===== src/pidaw_pkg.sv =====
// Package for the PID controller with output clamp and anti-windup.
// Holds request and result payload types, divider status, widths and register indexes.
// No dependencies.
package pidaw_pkg;

	localparam int DATA_W     = 16;
	localparam int LIM_W      = 31;
	localparam int CFG_IDX_W  = 3;
	localparam int CFG_DATA_W = 32;

	localparam int MUL_A_W    = 33;
	localparam int MUL_B_W    = 18;
	localparam int MUL_P_W    = MUL_A_W + MUL_B_W;

	localparam int DIV_DVD_W  = 47;
	localparam int DIV_DVS_W  = 16;
	localparam int DIV_CNT_W  = 6;

	localparam logic [CFG_IDX_W-1:0] REG_GAIN_P    = 3'd0;
	localparam logic [CFG_IDX_W-1:0] REG_GAIN_D    = 3'd1;
	localparam logic [CFG_IDX_W-1:0] REG_GAIN_I    = 3'd2;
	localparam logic [CFG_IDX_W-1:0] REG_STEP_TIME = 3'd3;
	localparam logic [CFG_IDX_W-1:0] REG_OUT_MIN   = 3'd4;
	localparam logic [CFG_IDX_W-1:0] REG_OUT_MAX   = 3'd5;
	localparam logic [CFG_IDX_W-1:0] REG_INT_LIMIT = 3'd6;

	localparam logic signed [DATA_W-1:0] GAIN_P_RST    = 16'sd256;
	localparam logic signed [DATA_W-1:0] GAIN_D_RST    = 16'sd0;
	localparam logic signed [DATA_W-1:0] GAIN_I_RST    = 16'sd0;
	localparam logic        [DATA_W-1:0] STEP_TIME_RST = 16'd164;
	localparam logic signed [DATA_W-1:0] OUT_MIN_RST   = 16'sh8000;
	localparam logic signed [DATA_W-1:0] OUT_MAX_RST   = 16'sh7fff;
	localparam logic        [LIM_W-1:0]  INT_LIMIT_RST = 31'h7fffffff;

	typedef struct packed {
		logic signed [DATA_W-1:0] error_now;
		logic signed [DATA_W-1:0] error_before;
	} sample_t;

	typedef struct packed {
		logic signed [DATA_W-1:0] drive;
		logic                     clamped;
	} result_t;

	typedef struct packed {
		logic busy;
		logic done;
	} div_status_t;

endpackage


===== src/pidaw_mul.sv =====
// Shared signed multiplier with registered product.
// Depends on pidaw_pkg for operand and product widths.
module pidaw_mul import pidaw_pkg::*; (
	input  logic                      clk,
	input  logic signed [MUL_A_W-1:0] a,
	input  logic signed [MUL_B_W-1:0] b,
	output logic signed [MUL_P_W-1:0] prod
);

	logic signed [MUL_P_W-1:0] prod_q;

	always_ff @(posedge clk) begin
		prod_q <= MUL_P_W'(a) * MUL_P_W'(b);
	end

	assign prod = prod_q;

endmodule


===== src/pidaw_div.sv =====
// Radix-2 restoring divider, one quotient bit per cycle, unsigned operands.
// Depends on pidaw_pkg for widths and the status struct.
module pidaw_div import pidaw_pkg::*; (
	input  logic                 clk,
	input  logic                 arst_n,
	input  logic                 start,
	input  logic [DIV_DVD_W-1:0] dividend,
	input  logic [DIV_DVS_W-1:0] divisor,
	output logic [DIV_DVD_W-1:0] quotient,
	output div_status_t          status
);

	localparam logic [DIV_CNT_W-1:0] DIV_LAST = DIV_CNT_W'(DIV_DVD_W - 1);

	logic [DIV_DVD_W-1:0] dvd_q;
	logic [DIV_DVS_W-1:0] dvs_q;
	logic [DIV_DVS_W-1:0] rem_q;
	logic [DIV_CNT_W-1:0] cnt_q;
	logic                 busy_q;
	logic                 done_q;
	logic [DIV_DVS_W:0]   rem_sh;
	logic [DIV_DVS_W+1:0] diff;
	logic                 qbit;

	always_comb begin
		rem_sh = {rem_q, dvd_q[DIV_DVD_W-1]};
		diff   = {1'b0, rem_sh} - {2'b00, dvs_q};
		qbit   = ~diff[DIV_DVS_W+1];
	end

	always_ff @(posedge clk or negedge arst_n) begin
		if (!arst_n) begin
			busy_q <= 1'b0;
			done_q <= 1'b0;
			cnt_q  <= '0;
		end else if (start) begin
			busy_q <= 1'b1;
			done_q <= 1'b0;
			cnt_q  <= '0;
		end else if (busy_q) begin
			cnt_q <= cnt_q + 1'b1;
			if (cnt_q == DIV_LAST) begin
				busy_q <= 1'b0;
				done_q <= 1'b1;
			end
		end
	end

	always_ff @(posedge clk) begin
		if (start) begin
			dvd_q <= dividend;
			dvs_q <= divisor;
			rem_q <= '0;
		end else if (busy_q) begin
			dvd_q <= {dvd_q[DIV_DVD_W-2:0], qbit};
			rem_q <= qbit ? diff[DIV_DVS_W-1:0] : rem_sh[DIV_DVS_W-1:0];
		end
	end

	assign quotient    = dvd_q;
	assign status.busy = busy_q;
	assign status.done = done_q;

endmodule


===== src/pid_controller_antiwindup_unit.sv =====
// PID controller with output clamp and integral anti-windup, one axis.
// A new request is taken only in idle, once the previous one has been loaded into the output register.
// The time per request is set mostly by the bit-serial divider for the derivative term.
// The next request is taken while a finished result still waits in the output register.
// Reset: config registers take their defaults, stored integral clears, no clearing pass.
module pid_controller_antiwindup_unit import pidaw_pkg::*; (
	input  logic                  clk,
	input  logic                  arst_n,
	input  logic                  sample_valid,
	output logic                  sample_ready,
	input  sample_t               sample,
	output logic                  result_valid,
	input  logic                  result_ready,
	output result_t               result,
	input  logic                  cfg_valid,
	output logic                  cfg_ready,
	input  logic [CFG_IDX_W-1:0]  cfg_index,
	input  logic [CFG_DATA_W-1:0] cfg_data
);

	typedef enum logic [3:0] {
		ST_IDLE,
		ST_MUL_P,
		ST_MUL_D,
		ST_MUL_I,
		ST_MUL_T,
		ST_INC,
		ST_PI,
		ST_WAIT,
		ST_SUM,
		ST_OUT
	} state_t;

	state_t state_q;

	logic signed [DATA_W-1:0] gp_q, gd_q, gi_q, omin_q, omax_q;
	logic        [DATA_W-1:0] dt_q;
	logic        [LIM_W-1:0]  lim_q;

	logic signed [DATA_W-1:0] e_q, ep_q;
	logic signed [31:0]       p_q, num_q, integ_q, integral_q;
	logic signed [32:0]       pi_q;
	logic signed [48:0]       sum_q;
	result_t                  result_q;
	logic                     result_valid_q;

	logic signed [MUL_A_W-1:0] mul_a;
	logic signed [MUL_B_W-1:0] mul_b;
	logic signed [MUL_P_W-1:0] prod;

	logic                 div_start;
	logic [DIV_DVD_W-1:0] div_dividend;
	logic [DIV_DVD_W-1:0] div_quot;
	div_status_t          div_st;

	logic [DATA_W-1:0]        dt_eff;
	logic signed [DATA_W:0]   err_diff;
	logic [31:0]              num_mag;
	logic [33:0]              acc;
	logic signed [31:0]       integ_sat;
	logic [32:0]              integ_mag;
	logic signed [31:0]       integ_aw;
	logic [48:0]              pi_ext, quot_ext;
	logic signed [48:0]       hi_lim, lo_lim;
	logic                     sum_hi, sum_lo, out_load;

	pidaw_mul u_mul (
		.clk  (clk),
		.a    (mul_a),
		.b    (mul_b),
		.prod (prod)
	);

	pidaw_div u_div (
		.clk      (clk),
		.arst_n   (arst_n),
		.start    (div_start),
		.dividend (div_dividend),
		.divisor  (dt_eff),
		.quotient (div_quot),
		.status   (div_st)
	);

	always_comb begin
		dt_eff   = (dt_q == '0) ? 16'd1 : dt_q;
		err_diff = {e_q[15], e_q} - {ep_q[15], ep_q};
		case (state_q)
			ST_MUL_D: begin
				mul_a = {{16{err_diff[16]}}, err_diff};
				mul_b = {{2{gd_q[15]}}, gd_q};
			end
			ST_MUL_I: begin
				mul_a = {{17{e_q[15]}}, e_q};
				mul_b = {{2{gi_q[15]}}, gi_q};
			end
			ST_MUL_T: begin
				mul_a = prod[MUL_A_W-1:0];
				mul_b = {2'b00, dt_eff};
			end
			default: begin
				mul_a = {{17{e_q[15]}}, e_q};
				mul_b = {{2{gp_q[15]}}, gp_q};
			end
		endcase

		num_mag      = num_q[31] ? (32'd0 - num_q) : num_q;
		div_start    = (state_q == ST_MUL_T);
		div_dividend = {num_mag[30:0], 16'd0};

		acc = {{2{integral_q[31]}}, integral_q} + prod[49:16];
		if (!acc[33] && acc[32:31] != 2'b00) begin
			integ_sat = 32'sh7fffffff;
		end else if (acc[33] && acc[32:31] != 2'b11) begin
			integ_sat = 32'sh80000000;
		end else begin
			integ_sat = acc[31:0];
		end

		integ_mag = integ_q[31] ? (33'd0 - {1'b1, integ_q}) : {1'b0, integ_q};
		if (integ_mag >= {2'b00, lim_q}) begin
			integ_aw = integ_q[31] ? (32'd0 - {1'b0, lim_q}) : {1'b0, lim_q};
		end else begin
			integ_aw = integ_q;
		end

		pi_ext   = {{16{pi_q[32]}}, pi_q};
		quot_ext = {2'b00, div_quot};
		hi_lim   = {{25{omax_q[15]}}, omax_q, 8'd0};
		lo_lim   = {{25{omin_q[15]}}, omin_q, 8'd0};
		sum_hi   = sum_q > hi_lim;
		sum_lo   = sum_q < lo_lim;
		out_load = (state_q == ST_OUT) && (!result_valid_q || result_ready);
	end

	assign sample_ready = (state_q == ST_IDLE);
	assign cfg_ready    = (state_q == ST_IDLE);
	assign result_valid = result_valid_q;
	assign result       = result_q;

	always_ff @(posedge clk or negedge arst_n) begin
		if (!arst_n) begin
			gp_q   <= GAIN_P_RST;
			gd_q   <= GAIN_D_RST;
			gi_q   <= GAIN_I_RST;
			dt_q   <= STEP_TIME_RST;
			omin_q <= OUT_MIN_RST;
			omax_q <= OUT_MAX_RST;
			lim_q  <= INT_LIMIT_RST;
		end else if (cfg_valid && cfg_ready) begin
			case (cfg_index)
				REG_GAIN_P:    gp_q   <= cfg_data[DATA_W-1:0];
				REG_GAIN_D:    gd_q   <= cfg_data[DATA_W-1:0];
				REG_GAIN_I:    gi_q   <= cfg_data[DATA_W-1:0];
				REG_STEP_TIME: dt_q   <= cfg_data[DATA_W-1:0];
				REG_OUT_MIN:   omin_q <= cfg_data[DATA_W-1:0];
				REG_OUT_MAX:   omax_q <= cfg_data[DATA_W-1:0];
				REG_INT_LIMIT: lim_q  <= cfg_data[LIM_W-1:0];
				default: ;
			endcase
		end
	end

	always_ff @(posedge clk or negedge arst_n) begin
		if (!arst_n) begin
			integral_q <= '0;
		end else if (state_q == ST_PI) begin
			integral_q <= integ_aw;
		end
	end

	always_ff @(posedge clk) begin
		case (state_q)
			ST_IDLE: begin
				if (sample_valid) begin
					e_q  <= sample.error_now;
					ep_q <= sample.error_before;
				end
			end
			ST_MUL_D: p_q     <= prod[31:0];
			ST_MUL_I: num_q   <= prod[31:0];
			ST_INC:   integ_q <= integ_sat;
			ST_PI:    pi_q    <= {p_q[31], p_q} + {integ_q[31], integ_q};
			ST_SUM:   sum_q   <= num_q[31] ? (pi_ext - quot_ext) : (pi_ext + quot_ext);
			default: ;
		endcase
	end

	always_ff @(posedge clk or negedge arst_n) begin
		if (!arst_n) begin
			state_q        <= ST_IDLE;
			result_valid_q <= 1'b0;
			result_q       <= '0;
		end else begin
			if (result_valid_q && result_ready) begin
				result_valid_q <= 1'b0;
			end
			case (state_q)
				ST_IDLE:  if (sample_valid) state_q <= ST_MUL_P;
				ST_MUL_P: state_q <= ST_MUL_D;
				ST_MUL_D: state_q <= ST_MUL_I;
				ST_MUL_I: state_q <= ST_MUL_T;
				ST_MUL_T: state_q <= ST_INC;
				ST_INC:   state_q <= ST_PI;
				ST_PI:    state_q <= ST_WAIT;
				ST_WAIT:  if (div_st.done) state_q <= ST_SUM;
				ST_SUM:   state_q <= ST_OUT;
				ST_OUT: begin
					if (out_load) begin
						result_valid_q <= 1'b1;
						if (sum_hi) begin
							result_q.drive   <= omax_q;
							result_q.clamped <= 1'b1;
						end else if (sum_lo) begin
							result_q.drive   <= omin_q;
							result_q.clamped <= 1'b1;
						end else begin
							result_q.drive   <= sum_q[23:8];
							result_q.clamped <= 1'b0;
						end
						state_q <= ST_IDLE;
					end
				end
				default: state_q <= ST_IDLE;
			endcase
		end
	end

`ifndef SYNTHESIS
	logic [32:0] stored_mag;
	assign stored_mag = integral_q[31] ? (33'd0 - {1'b1, integral_q}) : {1'b0, integral_q};

	a_div_done_in_wait: assert property (@(posedge clk) disable iff (!arst_n)
		$rose(div_st.done) |-> (state_q == ST_WAIT || state_q == ST_PI || state_q == ST_INC))
		else $error("divider finished outside its wait window");

	a_wait_has_div: assert property (@(posedge clk) disable iff (!arst_n)
		(state_q == ST_WAIT) |-> (div_st.busy || div_st.done))
		else $error("waiting on a divider that was never started");

	a_integral_bound: assert property (@(posedge clk) disable iff (!arst_n)
		$past(state_q == ST_PI) |-> (stored_mag <= {2'b00, lim_q}))
		else $error("stored integral exceeds its limit");

	a_clamp_value: assert property (@(posedge clk) disable iff (!arst_n)
		out_load |=> (!result_q.clamped || result_q.drive == $past(omax_q)
			|| result_q.drive == $past(omin_q)))
		else $error("clamped result is not a limit value");
`endif

endmodule

===== config.mk =====
export PLATFORM = sky130hd
export DESIGN_NAME = pid_controller_antiwindup_unit
export DESIGN_NICKNAME = d
export VERILOG_FILES = /design/src/pidaw_pkg.sv /design/src/pidaw_mul.sv /design/src/pidaw_div.sv /design/src/pid_controller_antiwindup_unit.sv
export SDC_FILE = /design/constraint.sdc
export NUM_CORES = 2
export LEC_CHECK = 0
export BUFFER_PORTS_ARGS = -buffer_cell sky130_fd_sc_hd__buf_2
export CAP_MARGIN = 20
export CORE_MARGIN = 1
export CORE_UTILIZATION = 39
export DETAILED_ROUTE_END_ITERATION = 7
export PLACE_DENSITY = 0.61
export SYNTH_ARGS = -nofsm -noshare
export SYNTH_HDL_FRONTEND = slang
export SYNTH_SLANG_ARGS = --single-unit

===== constraint.sdc =====
create_clock -name clk -period 24.2 [get_ports clk]
set_input_delay 2.42 -clock clk [delete_from_list [all_inputs] [get_ports clk]]
set_output_delay 2.42 -clock clk [all_outputs]
set_load 0.05 [all_outputs]

==> results by group <==
Logic synthesis
  – Mean post-synth cell area: 9.32 um^2
  – Synthesized cell area: 53300 um^2
  – Synth async-reset ratio: 35.8%
  – Mapped Cells: 5721
  – Post-synthesis sequential area ratio: 26.5%
  – Synth Register Bits: 528
  – Post-synth EDFFs: 257
  – Primary FF master, synth: edfxtp_1
  – Post-synth cell types: 95
  – Syn_nets: 6745
  – YS warnings: 0

Flow run
  – Maxcap violations: 0

CTS
  – TritonCTS clock tree: yes
  – Post-CTS Hold Buffers: 0
  – CTS Buf Count: 67
  – H-tree depth: 3
  – Clock-pin slew on the worst setup and hold paths: 0.05 ns
  – PostCTS Resize Cnt: 0
  – CTS root buf: clkbuf_16
  – Sink Count: 528
  – Worst-Skew Late Latency: 0.66 ns
  – Postcts setup bufs: 0
  – Max clock buf depth: 3

GRT
  – Pin count of the biggest net entering global routing: 85
  – Total track usage: 23.2%
  – First-pass GRT wire length: 245000 um
  – Vias in the first global route: 41650
  – Initial antenna violation count: 8
  – Gr ovfl total: 0

Drt
  – DR vias/cell: 5.51
  – Final ANT Viol Nets: 0
  – WL/cell: 21.0 um
  – 1st-iter DRT viols: 3493
  – Via count: 41651
  – Total Wirelength: 159000 um
  – Drt first pass iters: 6
  – DRC violations left: 0

STA
  – Max Freq: 90.3 MHz
  – Setup violations, final: 0
  – Slew @ Worst Pin: 1.14 ns
  – Final hold violations: 0
  – Period utilization: 45.7%
  – Worst rel slew slack: 24.1%
  – RSZ-0062 raised after global routing: no
  – Setup tns final: 0 ns
  – Slew Viols, Final: 0
  – Clk_skew: 0.0414 ns
  – Period minus WS final: 11.07 ns

Placement
  – DP HPWL: 123000 um
  – Gpl congestion: 0.920
  – IO Port Bufs: 90

Floorplan
  – DIE AREA: 138000 um^2
  – I/O pin count: 92
  – Initial Utilization: 39.4%
  – Num rows: 135
  – Die height: 372 um
  – Die X: 372 um
  – Core ar.: 135000 um^2

Worst setup path
  – CP arrival: 11.58 ns
  – Max FO, Critical Path: 44
  – Most common cell on crit path: fa_1
  – Worst path slowest cell: a21oi_1
  – Setup crit start kind: flop
  – Worst setup EP type: flop
  – Reg2reg setup slack: 13.13 ns
  – CP max stage delay: 0.73 ns
  – Crit Path Class: flop to flop
  – R2r startpoint: ep_q[0]
  – Cells on worst reg2reg path: 31
  – Required time of the critical path: 24.71 ns
  – RR Endpoint: u_mul.prod[47]

Worst hold path
  – Hold Crit Start: result[16]
  – Hold crit path type: flop to flop
  – Hold worst-path end: result[16]
  – WHS Path Cells: 2

Pwr
  – VDD IR max: 0.0337 mV
  – Tot Pwr: 1.96 mW
  – Power Density: 33.8 nW/um^2
  – Leak Pwr: 26.2 nW

Finish
  – Most common cell after layout, fill and taps aside: inv_1
  – Nets: 6740
  – Most frequent cells in the layout: inv_1, fa_1, nor2_1, nand2_1, ha_1
  – Area growth from synthesis to layout: 9.00%
  – Ratio of cells with drive above 1 in the final layout: 9.27%

Run status
  – Result of the run: finished clean
==> stage by stage <==
step                setup slack, ns  hold slack (ns)  instances  area (um^2)  util, %
finish                        13.13            0.472       7555        58100     42.9
detailed placement            13.22            0.448       7427        55900     41.2
global route                  12.75            0.492       7551        58100     42.9
CTS                           13.16            0.476       7549        58100     42.9
floorplan                     15.13            0.417       5721        53300        -
global placement              13.28            0.455       7427        55900     41.2
==> worst max-delay path by stage <==
stage,slack [ns],startpoint,endpoint
2_1_floorplan,15.13,state_q[1],u_mul.prod[48]
3_3_place_gp,13.28,ep_q[0],u_mul.prod[47]
3_5_place_dp,13.22,ep_q[0],u_mul.prod[47]
4_1_cts,13.16,ep_q[0],u_mul.prod[47]
5_1_grt,12.75,ep_q[0],u_mul.prod[47]
6_report,13.13,ep_q[0],u_mul.prod[47]
==> flip-flops by register name, indices dropped and copies added, names as in the netlist, 17 cells and up <==
| signal | count |
|---|---|
| u_mul.prod | 50 |
| num_q | 32 |
| u_div.quotient | 47 |
| p_q | 32 |
| integ_q | 32 |
| result | 17 |
| integral_q | 32 |
| pi_q | 33 |
| sum_q | 49 |
| lim_q | 31 |
==> cells in the mapped netlist (all sizes together) (40+ instances only) <==
cell type  number  share of area, %
nand3          93              0.87
a31oi          53              0.62
inv           862               6.1
edfxtp        257                14
xnor2         211               3.5
dfrtp         138               6.5
ha            384               9.0
o21ai         238               2.2
a21oi         306               2.9
mux2          128               2.7
o21a           48              0.68
fa            568                21
clkbuf        229               1.6
a21o          177               2.5
dfstp          51               2.5
nor2          502               3.5
nor3           94              0.89
a221oi         40              0.67
dfxtp          82               3.1
nand2         497               3.5
nand4          53              0.62
xor2           80               1.3
o31ai          53              0.80
==> report_power, final <==
group	internal [mW]	switching, mW	leakage (nW)
logic	0.00468	0.0156	19.9
clock network	0.590	0.419	1.08
registers	0.935	0.00000000000000000741	5.19
total	1.53	0.434	26.2
==> worst max-delay path: cells and delay by family (launching register included) <==
kind | cells | cell delay, ns
AND/OR/NAND/NOR | 5 | 1.17
AO/OA/AOI/OAI | 11 | 4.15
adder cells (fa/ha/maj) | 9 | 4.36
buffers and inverters | 5 | 0.54
XOR/XNOR | 1 | 0.19
flip-flops | 1 | 0.50
==> layer usage <==
metal  track usage (%)  wire length, um
met1              31.0            67900
met2              37.3            71900
met3              3.93            12000
met4              9.34             6880
met5                 0               23
==> cell families after synthesis <==
group	count (synthesis)	share of synthesized area, %
buf+inv	1112	7.84
mux	156	3.23
compound gates	1151	14.1
simple gates	1531	13.2
flops	528	26.5
fa+ha+maj	952	30.3
xor+xnor	291	4.78
==> cell type report <==
type,count,area (um^2)
Clock inverter,29,352
Sequential cell,528,14200
Multi-Input combinational cell,4081,35200
Clock buffer,93,1860
Tap cell,1781,2230
Fill cell,13169,77400
Antenna cell,5,12.5
Timing Repair Buffer,175,1100
Inverter,863,3240
No activity file was read; power rests on OpenSTA's default activity.
